===== src/design/lsp_pkg.sv =====
// Package: shared constants, types and codes of the line sensor position unit.
`default_nettype none
package lsp_pkg;
  localparam int MaxSensors = 8;
  localparam int DefSensorCount = 8;
  localparam int DefFilterDepth = 8;
  localparam int SampleW = 12;
  localparam int NormW = 10;
  localparam int WeightW = 16;
  localparam logic [SampleW-1:0] FullScale = 12'd4095;
  localparam logic [NormW-1:0] NormMax = 10'd1000;

  typedef enum logic [1:0] {
    FUNC_SCAN = 2'd0,
    FUNC_CAL = 2'd1,
    FUNC_RST_BOUNDS = 2'd2,
    FUNC_QUERY = 2'd3
  } func_t;

  typedef logic signed [WeightW-1:0] weight_arr_t [MaxSensors];

  function automatic logic signed [WeightW-1:0] weight_reset(input int i);
    case (i)
      0: weight_reset = -16'sd896;
      1: weight_reset = -16'sd640;
      2: weight_reset = -16'sd384;
      3: weight_reset = -16'sd128;
      4: weight_reset = 16'sd128;
      5: weight_reset = 16'sd384;
      6: weight_reset = 16'sd640;
      default: weight_reset = 16'sd896;
    endcase
  endfunction
endpackage
`default_nettype wire


===== src/design/lsp_if.sv =====
// Interfaces: scan input, result output and register write channels.
`default_nettype none
interface lsp_in_if;
  logic valid;
  logic ready;
  logic [1:0] func;
  logic [11:0] sample [8];
  modport source(output valid, func, sample, input ready);
  modport sink(input valid, func, sample, output ready);
endinterface

interface lsp_out_if;
  logic valid;
  logic ready;
  logic signed [15:0] position;
  logic line_seen;
  logic [9:0] norm [8];
  modport source(output valid, position, line_seen, norm, input ready);
  modport sink(input valid, position, line_seen, norm, output ready);
endinterface

interface lsp_cfg_if;
  logic valid;
  logic ready;
  logic [3:0] index;
  logic [15:0] data;
  modport source(output valid, index, data, input ready);
  modport sink(input valid, index, data, output ready);
endinterface
`default_nettype wire


===== src/design/line_sensor_position_unit.sv =====
// Top level: line sensor filter, calibration, normalization and centroid.
// Usage: scans enter on in_ch (func plus eight samples). Codes scan,
// calibration scan and reset bounds give no result; a query gives one
// result on out_ch with the position, line_seen and eight norms.
// Weights on cfg_ch (index 0..7, others ignored) are to be written by the
// user only while idle; the block itself does not enforce this. Scan codes
// write one ring entry per cycle through the history memory write port, no
// read needed; reset bounds completes in the idle state. A query, for each
// sensor, sums its ring entries, sets up (S_PREP) a pass of a shared
// restoring divider, then clamps (S_FIN) and accumulates (S_ACC); a signed
// division for the centroid follows on the same divider, and the result is
// then held in S_OUT. The division is skipped for a sensor whose norm is
// forced to zero.
// Reset clears weights to their defaults, bounds to 4095/0, and runs a
// clearing pass over all SENSOR_COUNT*FILTER_DEPTH history entries,
// during which no scan is accepted.
// The result register holds while the receiver stalls; the next item is
// accepted only after it is transferred.
`default_nettype none
module line_sensor_position_unit
  import lsp_pkg::*;
#(
  parameter int SENSOR_COUNT = DefSensorCount,
  parameter int FILTER_DEPTH = DefFilterDepth
) (
  input wire clk,
  input wire rst,
  lsp_in_if.sink in_ch,
  lsp_out_if.source out_ch,
  lsp_cfg_if.sink cfg_ch
);
  localparam int Depth = SENSOR_COUNT * FILTER_DEPTH;
  localparam int AW = (Depth > 1) ? $clog2(Depth) : 1;
  localparam int PW = (FILTER_DEPTH > 1) ? $clog2(FILTER_DEPTH) : 1;
  localparam int SW = (SENSOR_COUNT > 1) ? $clog2(SENSOR_COUNT) : 1;
  localparam int SumW = SampleW + 7;
  localparam int NumW = SumW + 10;
  localparam int DW = 40;
  localparam int CW = 6;

  typedef enum logic [9:0] {
    S_CLEAR = 10'b0000000001,
    S_IDLE = 10'b0000000010,
    S_WRITE = 10'b0000000100,
    S_SUM = 10'b0000001000,
    S_PREP = 10'b0000010000,
    S_DIV = 10'b0000100000,
    S_ACC = 10'b0001000000,
    S_CDIV = 10'b0010000000,
    S_FIN = 10'b0100000000,
    S_OUT = 10'b1000000000
  } state_t;

  state_t state;
  logic [SampleW-1:0] mem [Depth];
  logic [SampleW-1:0] rdata;
  logic [AW-1:0] waddr, raddr;
  logic [SampleW-1:0] wdata;
  logic we;
  logic [AW:0] clr_cnt;
  logic [PW-1:0] ring_ptr;
  logic [SW-1:0] sidx;
  logic [PW:0] kcnt;
  logic rvalid;
  logic [SampleW-1:0] samp [MaxSensors];
  logic [SampleW-1:0] low_b [MaxSensors];
  logic [SampleW-1:0] high_b [MaxSensors];
  weight_arr_t weight;
  logic [SumW-1:0] acc;
  // shared divider
  logic [DW-1:0] rem, divisor;
  logic [DW-1:0] quo;
  logic [CW-1:0] dcnt;
  logic neg;
  logic signed [39:0] wsum;
  logic [13:0] vsum;
  logic [NormW-1:0] norm [MaxSensors];
  logic signed [15:0] position;
  logic line_seen;

  assign in_ch.ready = (state == S_IDLE);
  assign cfg_ch.ready = 1'b1;
  assign out_ch.valid = (state == S_OUT);
  assign out_ch.position = position;
  assign out_ch.line_seen = line_seen;
  always_comb begin
    for (int i = 0; i < MaxSensors; i++) out_ch.norm[i] = norm[i];
  end

  always_ff @(posedge clk) begin
    if (we) mem[waddr] <= wdata;
    rdata <= mem[raddr];
  end

  always_comb begin
    we = 1'b0;
    waddr = '0;
    wdata = '0;
    if (state == S_CLEAR) begin
      we = 1'b1;
      waddr = clr_cnt[AW-1:0];
    end else if (state == S_WRITE) begin
      we = 1'b1;
      waddr = AW'(int'(sidx) * FILTER_DEPTH + int'(ring_ptr));
      wdata = samp[sidx];
    end
  end
  assign raddr = AW'(int'(sidx) * FILTER_DEPTH + int'(kcnt[PW-1:0]));

  logic [DW:0] trial;
  assign trial = {1'b0, rem[DW-2:0], quo[DW-1]} - {1'b0, divisor};

  always_ff @(posedge clk) begin
    if (rst) begin
      state <= S_CLEAR;
      clr_cnt <= '0;
      ring_ptr <= '0;
      sidx <= '0;
      kcnt <= '0;
      rvalid <= 1'b0;
      for (int i = 0; i < MaxSensors; i++) begin
        low_b[i] <= FullScale;
        high_b[i] <= '0;
        weight[i] <= weight_reset(i);
        norm[i] <= '0;
      end
    end else begin
      if (cfg_ch.valid && cfg_ch.index < 4'(MaxSensors))
        weight[cfg_ch.index[2:0]] <= cfg_ch.data;
      case (state)
        S_CLEAR: begin
          clr_cnt <= clr_cnt + 1'b1;
          if (clr_cnt == (AW+1)'(Depth - 1)) state <= S_IDLE;
        end
        S_IDLE: begin
          if (in_ch.valid) begin
            for (int i = 0; i < MaxSensors; i++) begin
              samp[i] <= in_ch.sample[i];
              norm[i] <= '0;
            end
            sidx <= '0;
            kcnt <= '0;
            rvalid <= 1'b0;
            acc <= '0;
            wsum <= '0;
            vsum <= '0;
            case (func_t'(in_ch.func))
              FUNC_SCAN: state <= S_WRITE;
              FUNC_CAL: begin
                state <= S_WRITE;
                for (int i = 0; i < SENSOR_COUNT; i++) begin
                  if (in_ch.sample[i] < low_b[i]) low_b[i] <= in_ch.sample[i];
                  if (in_ch.sample[i] > high_b[i]) high_b[i] <= in_ch.sample[i];
                end
              end
              FUNC_RST_BOUNDS: begin
                for (int i = 0; i < MaxSensors; i++) begin
                  low_b[i] <= FullScale;
                  high_b[i] <= '0;
                end
              end
              default: state <= S_SUM;
            endcase
          end
        end
        S_WRITE: begin
          if (sidx == SW'(SENSOR_COUNT - 1)) begin
            sidx <= '0;
            ring_ptr <= (ring_ptr == PW'(FILTER_DEPTH - 1)) ? '0 : ring_ptr + 1'b1;
            state <= S_IDLE;
          end else sidx <= sidx + 1'b1;
        end
        S_SUM: begin
          rvalid <= (kcnt < (PW+1)'(FILTER_DEPTH));
          if (kcnt < (PW+1)'(FILTER_DEPTH)) kcnt <= kcnt + 1'b1;
          if (rvalid) acc <= acc + SumW'(rdata);
          if (!rvalid && kcnt == (PW+1)'(FILTER_DEPTH)) state <= S_PREP;
        end
        S_PREP: begin
          // numerator (sum - low*D)*1000, divisor D*(high-low)
          quo <= DW'((NumW)'(acc - SumW'(low_b[sidx] * FILTER_DEPTH)) * 10'd1000)
                 << (DW - NumW);
          divisor <= DW'(SumW'((high_b[sidx] - low_b[sidx])) * FILTER_DEPTH);
          rem <= '0;
          dcnt <= CW'(NumW);
          if (high_b[sidx] <= low_b[sidx] ||
              acc <= SumW'(low_b[sidx] * FILTER_DEPTH)) begin
            norm[sidx] <= '0;
            state <= S_ACC;
          end else state <= S_DIV;
        end
        S_DIV: begin
          if (!trial[DW]) begin
            rem <= trial[DW-1:0];
            quo <= {quo[DW-2:0], 1'b1};
          end else begin
            rem <= {rem[DW-2:0], quo[DW-1]};
            quo <= {quo[DW-2:0], 1'b0};
          end
          dcnt <= dcnt - 1'b1;
          if (dcnt == CW'(1)) state <= S_FIN;
        end
        S_FIN: begin
          if (neg) begin
            position <= wsum[39] ? -quo[15:0] : quo[15:0];
            line_seen <= 1'b1;
            state <= S_OUT;
          end else begin
            norm[sidx] <= (quo > DW'(NormMax)) ? NormMax : quo[NormW-1:0];
            state <= S_ACC;
          end
        end
        S_ACC: begin
          wsum <= wsum + 40'(signed'({1'b0, norm[sidx]})) * 40'(weight[sidx]);
          vsum <= vsum + 14'(norm[sidx]);
          kcnt <= '0;
          rvalid <= 1'b0;
          acc <= '0;
          if (sidx == SW'(SENSOR_COUNT - 1)) state <= S_CDIV;
          else begin
            sidx <= sidx + 1'b1;
            state <= S_SUM;
          end
        end
        S_CDIV: begin
          if (vsum == '0) begin
            position <= '0;
            line_seen <= 1'b0;
            state <= S_OUT;
          end else begin
            quo <= (wsum[39] ? -wsum : wsum) << (DW - NumW);
            divisor <= DW'(vsum);
            rem <= '0;
            dcnt <= CW'(NumW);
            state <= S_DIV;
          end
        end
        S_OUT: begin
          if (out_ch.ready) state <= S_IDLE;
        end
        default: state <= S_IDLE;
      endcase
    end
  end

  // neg flags the centroid division pass
  always_ff @(posedge clk) begin
    if (rst) neg <= 1'b0;
    else if (state == S_IDLE) neg <= 1'b0;
    else if (state == S_CDIV) neg <= 1'b1;
  end
endmodule
`default_nettype wire


===== src/flat_wrapper.sv =====
// flat-port wrapper written by rule: the top's interface ports become plain ports
module line_sensor_position_unit_flat import lsp_pkg::*;
#(
  parameter int SENSOR_COUNT = DefSensorCount,
  parameter int FILTER_DEPTH = DefFilterDepth
)
  (clk, rst, in_ch_valid, in_ch_func, in_ch_sample, in_ch_ready, out_ch_valid, out_ch_position, out_ch_line_seen, out_ch_norm, out_ch_ready, cfg_ch_valid, cfg_ch_index, cfg_ch_data, cfg_ch_ready);
  lsp_in_if in_ch_i ();
  lsp_out_if out_ch_i ();
  lsp_cfg_if cfg_ch_i ();
  input wire clk;
  input wire rst;
  input wire logic [$bits(in_ch_i.valid)-1:0] in_ch_valid;
  input wire logic [$bits(in_ch_i.func)-1:0] in_ch_func;
  input wire logic [$bits(in_ch_i.sample)-1:0] in_ch_sample;
  output wire logic [$bits(in_ch_i.ready)-1:0] in_ch_ready;
  output wire logic [$bits(out_ch_i.valid)-1:0] out_ch_valid;
  output wire logic [$bits(out_ch_i.position)-1:0] out_ch_position;
  output wire logic [$bits(out_ch_i.line_seen)-1:0] out_ch_line_seen;
  output wire logic [$bits(out_ch_i.norm)-1:0] out_ch_norm;
  input wire logic [$bits(out_ch_i.ready)-1:0] out_ch_ready;
  input wire logic [$bits(cfg_ch_i.valid)-1:0] cfg_ch_valid;
  input wire logic [$bits(cfg_ch_i.index)-1:0] cfg_ch_index;
  input wire logic [$bits(cfg_ch_i.data)-1:0] cfg_ch_data;
  output wire logic [$bits(cfg_ch_i.ready)-1:0] cfg_ch_ready;
  assign in_ch_i.valid = in_ch_valid;
  assign in_ch_i.func = in_ch_func;
  assign in_ch_i.sample = {>>{in_ch_sample}};
  assign in_ch_ready = in_ch_i.ready;
  assign out_ch_valid = out_ch_i.valid;
  assign out_ch_position = out_ch_i.position;
  assign out_ch_line_seen = out_ch_i.line_seen;
  assign out_ch_norm = {>>{out_ch_i.norm}};
  assign out_ch_i.ready = out_ch_ready;
  assign cfg_ch_i.valid = cfg_ch_valid;
  assign cfg_ch_i.index = cfg_ch_index;
  assign cfg_ch_i.data = cfg_ch_data;
  assign cfg_ch_ready = cfg_ch_i.ready;
  line_sensor_position_unit #(.SENSOR_COUNT(SENSOR_COUNT), .FILTER_DEPTH(FILTER_DEPTH)) u_core (.clk(clk), .rst(rst), .in_ch(in_ch_i), .out_ch(out_ch_i), .cfg_ch(cfg_ch_i));
endmodule

===== config.mk =====
export PLATFORM = sky130hd
export DESIGN_NAME = line_sensor_position_unit_flat
export DESIGN_NICKNAME = d
export VERILOG_FILES = /design/src/design/lsp_pkg.sv /design/src/design/lsp_if.sv /design/src/design/line_sensor_position_unit.sv /design/src/flat_wrapper.sv
export SDC_FILE = /design/constraint.sdc
export NUM_CORES = 2
export LEC_CHECK = 0
export BUFFER_PORTS_ARGS = -buffer_cell sky130_fd_sc_hd__buf_2
export CAP_MARGIN = 15
export CORE_MARGIN = 2
export CORE_UTILIZATION = 65
export CTS_BUF_LIST = sky130_fd_sc_hd__clkbuf_2 sky130_fd_sc_hd__clkbuf_4 sky130_fd_sc_hd__clkbuf_8
export CTS_CLUSTER_DIAMETER = 80
export DETAILED_ROUTE_END_ITERATION = 10
export PLACE_DENSITY = 0.94
export SLEW_MARGIN = 20
export SYNTH_ARGS = -nofsm -noshare
export SYNTH_HDL_FRONTEND = slang
export SYNTH_SLANG_ARGS = --single-unit

===== constraint.sdc =====
create_clock -name clk -period 23.3 [get_ports clk]
set_clock_uncertainty 0.15 [all_clocks]
set_input_delay 2.33 -clock clk [delete_from_list [all_inputs] [get_ports clk]]
set_output_delay 2.33 -clock clk [all_outputs]
set_load 0.01 [all_outputs]

==> run_results.csv <==
group,metric,value,unit
outcome,outcome,"finished, final reports clean",
sta,worstMarginPinSlew,1.22,ns
route,post_drt_wl_per_cell,28.3,um
cells_and_area,fin_nets,7160,
power_and_ir_drop,cellPowerDensity,80.9,nW/um^2
synthesis,synth_compound_gate_area_share,5.63,%
global_route,grt_max_degree,117,
synthesis,seq_area_frac_synth,53.6,%
clock_network,clkSlewWorstSetupHoldPaths,0.06,ns
worst_setup_path,worst_ep_required_time,23.83,ns
route,dr.first_iter.drc_count,7674,
synthesis,yosys.area_share.simple,8.75,%
synthesis,synth_top_area_share,50.1,%
die,coreArea,124000,sq um
worst_hold_path,hold_class,"reg2reg",
worst_setup_path,critPathSlowestCell,"buf_4",
sta,maxSlewViolCount,0,
die,dieArea,128000,sq um
worst_setup_path,critPathKind,"reg2reg",
synthesis,synthAdderAreaFrac,13.3,%
sta,fin_crit_sh,42.3,%
placed_design,gp_congestion,0.968,
synthesis,async_flop_share,0,%
global_route,grt_first_pass_wirelength,347000,um
sta,grt_setup_unrepaired,"no",
clock_network,cts_sinks,1499,
clock_network,cts_resized,0,
clock_network,cts_made_buffers,224,
synthesis,syn_area,81400,sq um
synthesis,synth-main-ff-cell,"edfxtp_1",
die,io_pins,223,
cells_and_area,syn_to_final_growth,9.77,%
synthesis,synth.distinct_cells,93,
placed_design,io_buffer_count,221,
sta,setup_ws,13.44,ns
sta,fmax,101,MHz
clock_network,cts_htree_levels,4,
placed_design,dpl.cell_count,7760,
worst_setup_path,start_kind,"register",
die,die_height,358,um
route,antenna_left,0,
worst_setup_path,endpoint_kind,"register",
synthesis,ys_warn_count,0,
die,floorplan.initialDensity,65.7,%
synthesis,syn_nets,6854,
sta,setup_violations,0,
worst_hold_path,worstHoldStart,"u_core.kcnt[3]",
synthesis,synth_area_leaders,"edfxtp_1, mux4_2, fa_1",
synthesis,synth_xor_area_share,2.19,%
cells_and_area,fillers,7173,
global_route,antenna_found_initial,19,
die,die_x,358,um
clock_network,cts_hold_buf,0,
clock_network,clock_latency,1.03,ns
power_and_ir_drop,vdd_drop_max,0.0775,mV
synthesis,ys_seq_elements,1499,
worst_setup_path,critical_path_peak_fanout,39,
cells_and_area,fin_cells,8186,
placed_design,dp_hpwl,158000,um
route,wirelength,232000,um
worst_setup_path,max_stage_delay,0.74,ns
power_and_ir_drop,p_leak,34.3,nW
clock_network,cts_buffer_depth,3,
route,vias,54852,
global_route,grtUsageTotal,36.7,%
synthesis,synth_edf_count,1359,
synthesis,netlist_instances,6045,
route,drc,0,
synthesis,yosysTopAreaCell,"edfxtp_1",
placed_design,detailedPlace.worstSlack,13.49,ns
sta,fin_tns_setup,0,ns
global_route,grt_pass1_vias,55931,
sta,finalHoldViolCount,0,
route,dr.pass1.iters,9,
synthesis,avgSynthCellArea,13.5,sq um
global_route,globalRoute.totalOverflow,0,
synthesis,synth_top_family_by_area,"adder cells",
sta,fin_crit,9.86,ns
synthesis,synthMuxAreaShare,12.3,%
clock_network,cts_tree,"built",
clock_network,clockRootBuffer,"clkbuf_8",
clock_network,post_cts_buffers,0,
route,vias_per_cell,6.70,
run,cap_violations,0,
cells_and_area,drive_above_1_share,18.6,%
sta,slew_headroom,18.4,%
die,num_rows,129,
worst_setup_path,worst_ep_arrival_time,10.39,ns
-- critical path: cells and delay by family (launching register included) --
family          cells  cell delay [ns]
compound gates     12             2.47
xor+xnor            3             1.15
fa+ha+maj           6             2.39
buf+inv             3             1.42
flops               1             0.62
mux                 2             1.02
simple gates        2             0.23
-- per-stage QoR --
| step | utilization [%] | cell area, sq um | power, mW | hold slack [ns] |
|---|---|---|---|---|
| after detailed placement | 68.2 | 84600 | 4.97 | 0.328 |
| final | 72.1 | 89400 | 7.24 | 0.337 |
| after global placement | 68.2 | 84500 | 4.89 | 0.309 |
| after floorplan | - | 81400 | 4.50 | 0.298 |
| after global routing | 72.1 | 89400 | 7.55 | 0.352 |
| after CTS | 72.0 | 89200 | 7.19 | 0.333 |
-- Yosys cell counts, types with 140 or more instances --
library cell	n
edfxtp_1	1359
and2_1	147
a21oi_1	206
mux2i_1	152
fa_1	294
o21ai_0	145
inv_1	672
ha_1	392
nand2_1	383
clkbuf_1	168
nor2_1	486
mux4_2	365
dfxtp_1	140
-- per-layer routing --
metal,global-route usage (%),part of all wire [%]
met1,44.3,32
met2,59.5,48
met3,9.05,12
met4,23.7,8.0
met5,0,0.055
-- cells in the final DEF, fill, tap and decap left out, types with 15 or more instances in the layout --
master and count:
o21bai_1 15, buf_4 87, a21oi_1 203, or2_2 25
nor4_1 33, ha_1 392, nand2_1 383, clkinv_1 41
mux2i_1 147, mux2_2 27, nand3_1 49, dfxtp_1 134
nor3_1 56, nor2b_1 34, a211oi_1 24, edfxtp_1 1359
nand4_1 52, buf_2 221, and3_1 20, clkbuf_8 237
xnor2_1 122, nand2b_1 103, o21ai_0 145, xor2_1 82
inv_1 672, fa_1 293, mux4_2 365, clkbuf_4 93
o211ai_1 37, and2_1 147, nor2_2 41, a22oi_1 23
o21a_1 17, nor2_1 432, a21o_1 110, clkinv_2 26
or3_1 42
-- power by group --
part / internal [mW] / total [mW] / switching [mW]
clock: 1.17 / 2.25 / 1.08
sequential: 3.00 / 3.04 / 0.0409
combinational: 0.794 / 1.95 / 1.16
-- worst paths after layout --
path,endpoint,cells past startpoint,slack [ns]
max reg2reg,u_core.quo[39],28,13.44
min,u_core.kcnt[3],2,0.34
min reg2reg,u_core.kcnt[3],2,0.34
max,u_core.quo[39],28,13.44
-- cell families (layout without fill, tap and decap cells) --
| kind of cell | count (synthesis) | count (layout) |
|---|---|---|
| compound gates | 714 | 714 |
| xor+xnor | 204 | 204 |
| fa+ha+maj | 686 | 686 |
| buf+inv | 909 | 1405 |
| flops | 1499 | 1499 |
| mux | 544 | 544 |
| other cells | 1 | 9 |
| simple gates | 1488 | 1488 |
-- layout make-up --
cell class | instances | area [sq um] | share of cell area, %
inverters | 675 | 2530 | 2.84
well taps | 1637 | 2050 | 2.29
diodes | 8 | 20.0 | 0.0224
multi-input cells | 3637 | 34600 | 38.7
flip-flops and latches | 1499 | 43600 | 48.8
clock inverters | 87 | 723 | 0.809
clock buffers | 329 | 3950 | 4.42
repair buffers | 314 | 1850 | 2.07
-- state kept, by name, summed over array words and instances (netlist names), 3 cells and up, named ones only --
signal	flops
u_core.clr_cnt	7
u_core.norm	80
u_core.acc	19
u_core.kcnt	4
u_core.weight	128
u_core.samp	96
u_core.state	10
u_core.vsum	14
u_core.divisor	16
u_core.wsum	40
u_core.dcnt	6
u_core.quo	40
u_core.rem	39
u_core.mem	768
u_core.high_b	96
u_core.sidx	3
u_core.rdata	12
u_core.low_b	96
u_core.ring_ptr	3
u_core.out_ch.position	16
No activity file was read; power rests on OpenSTA's default activity.
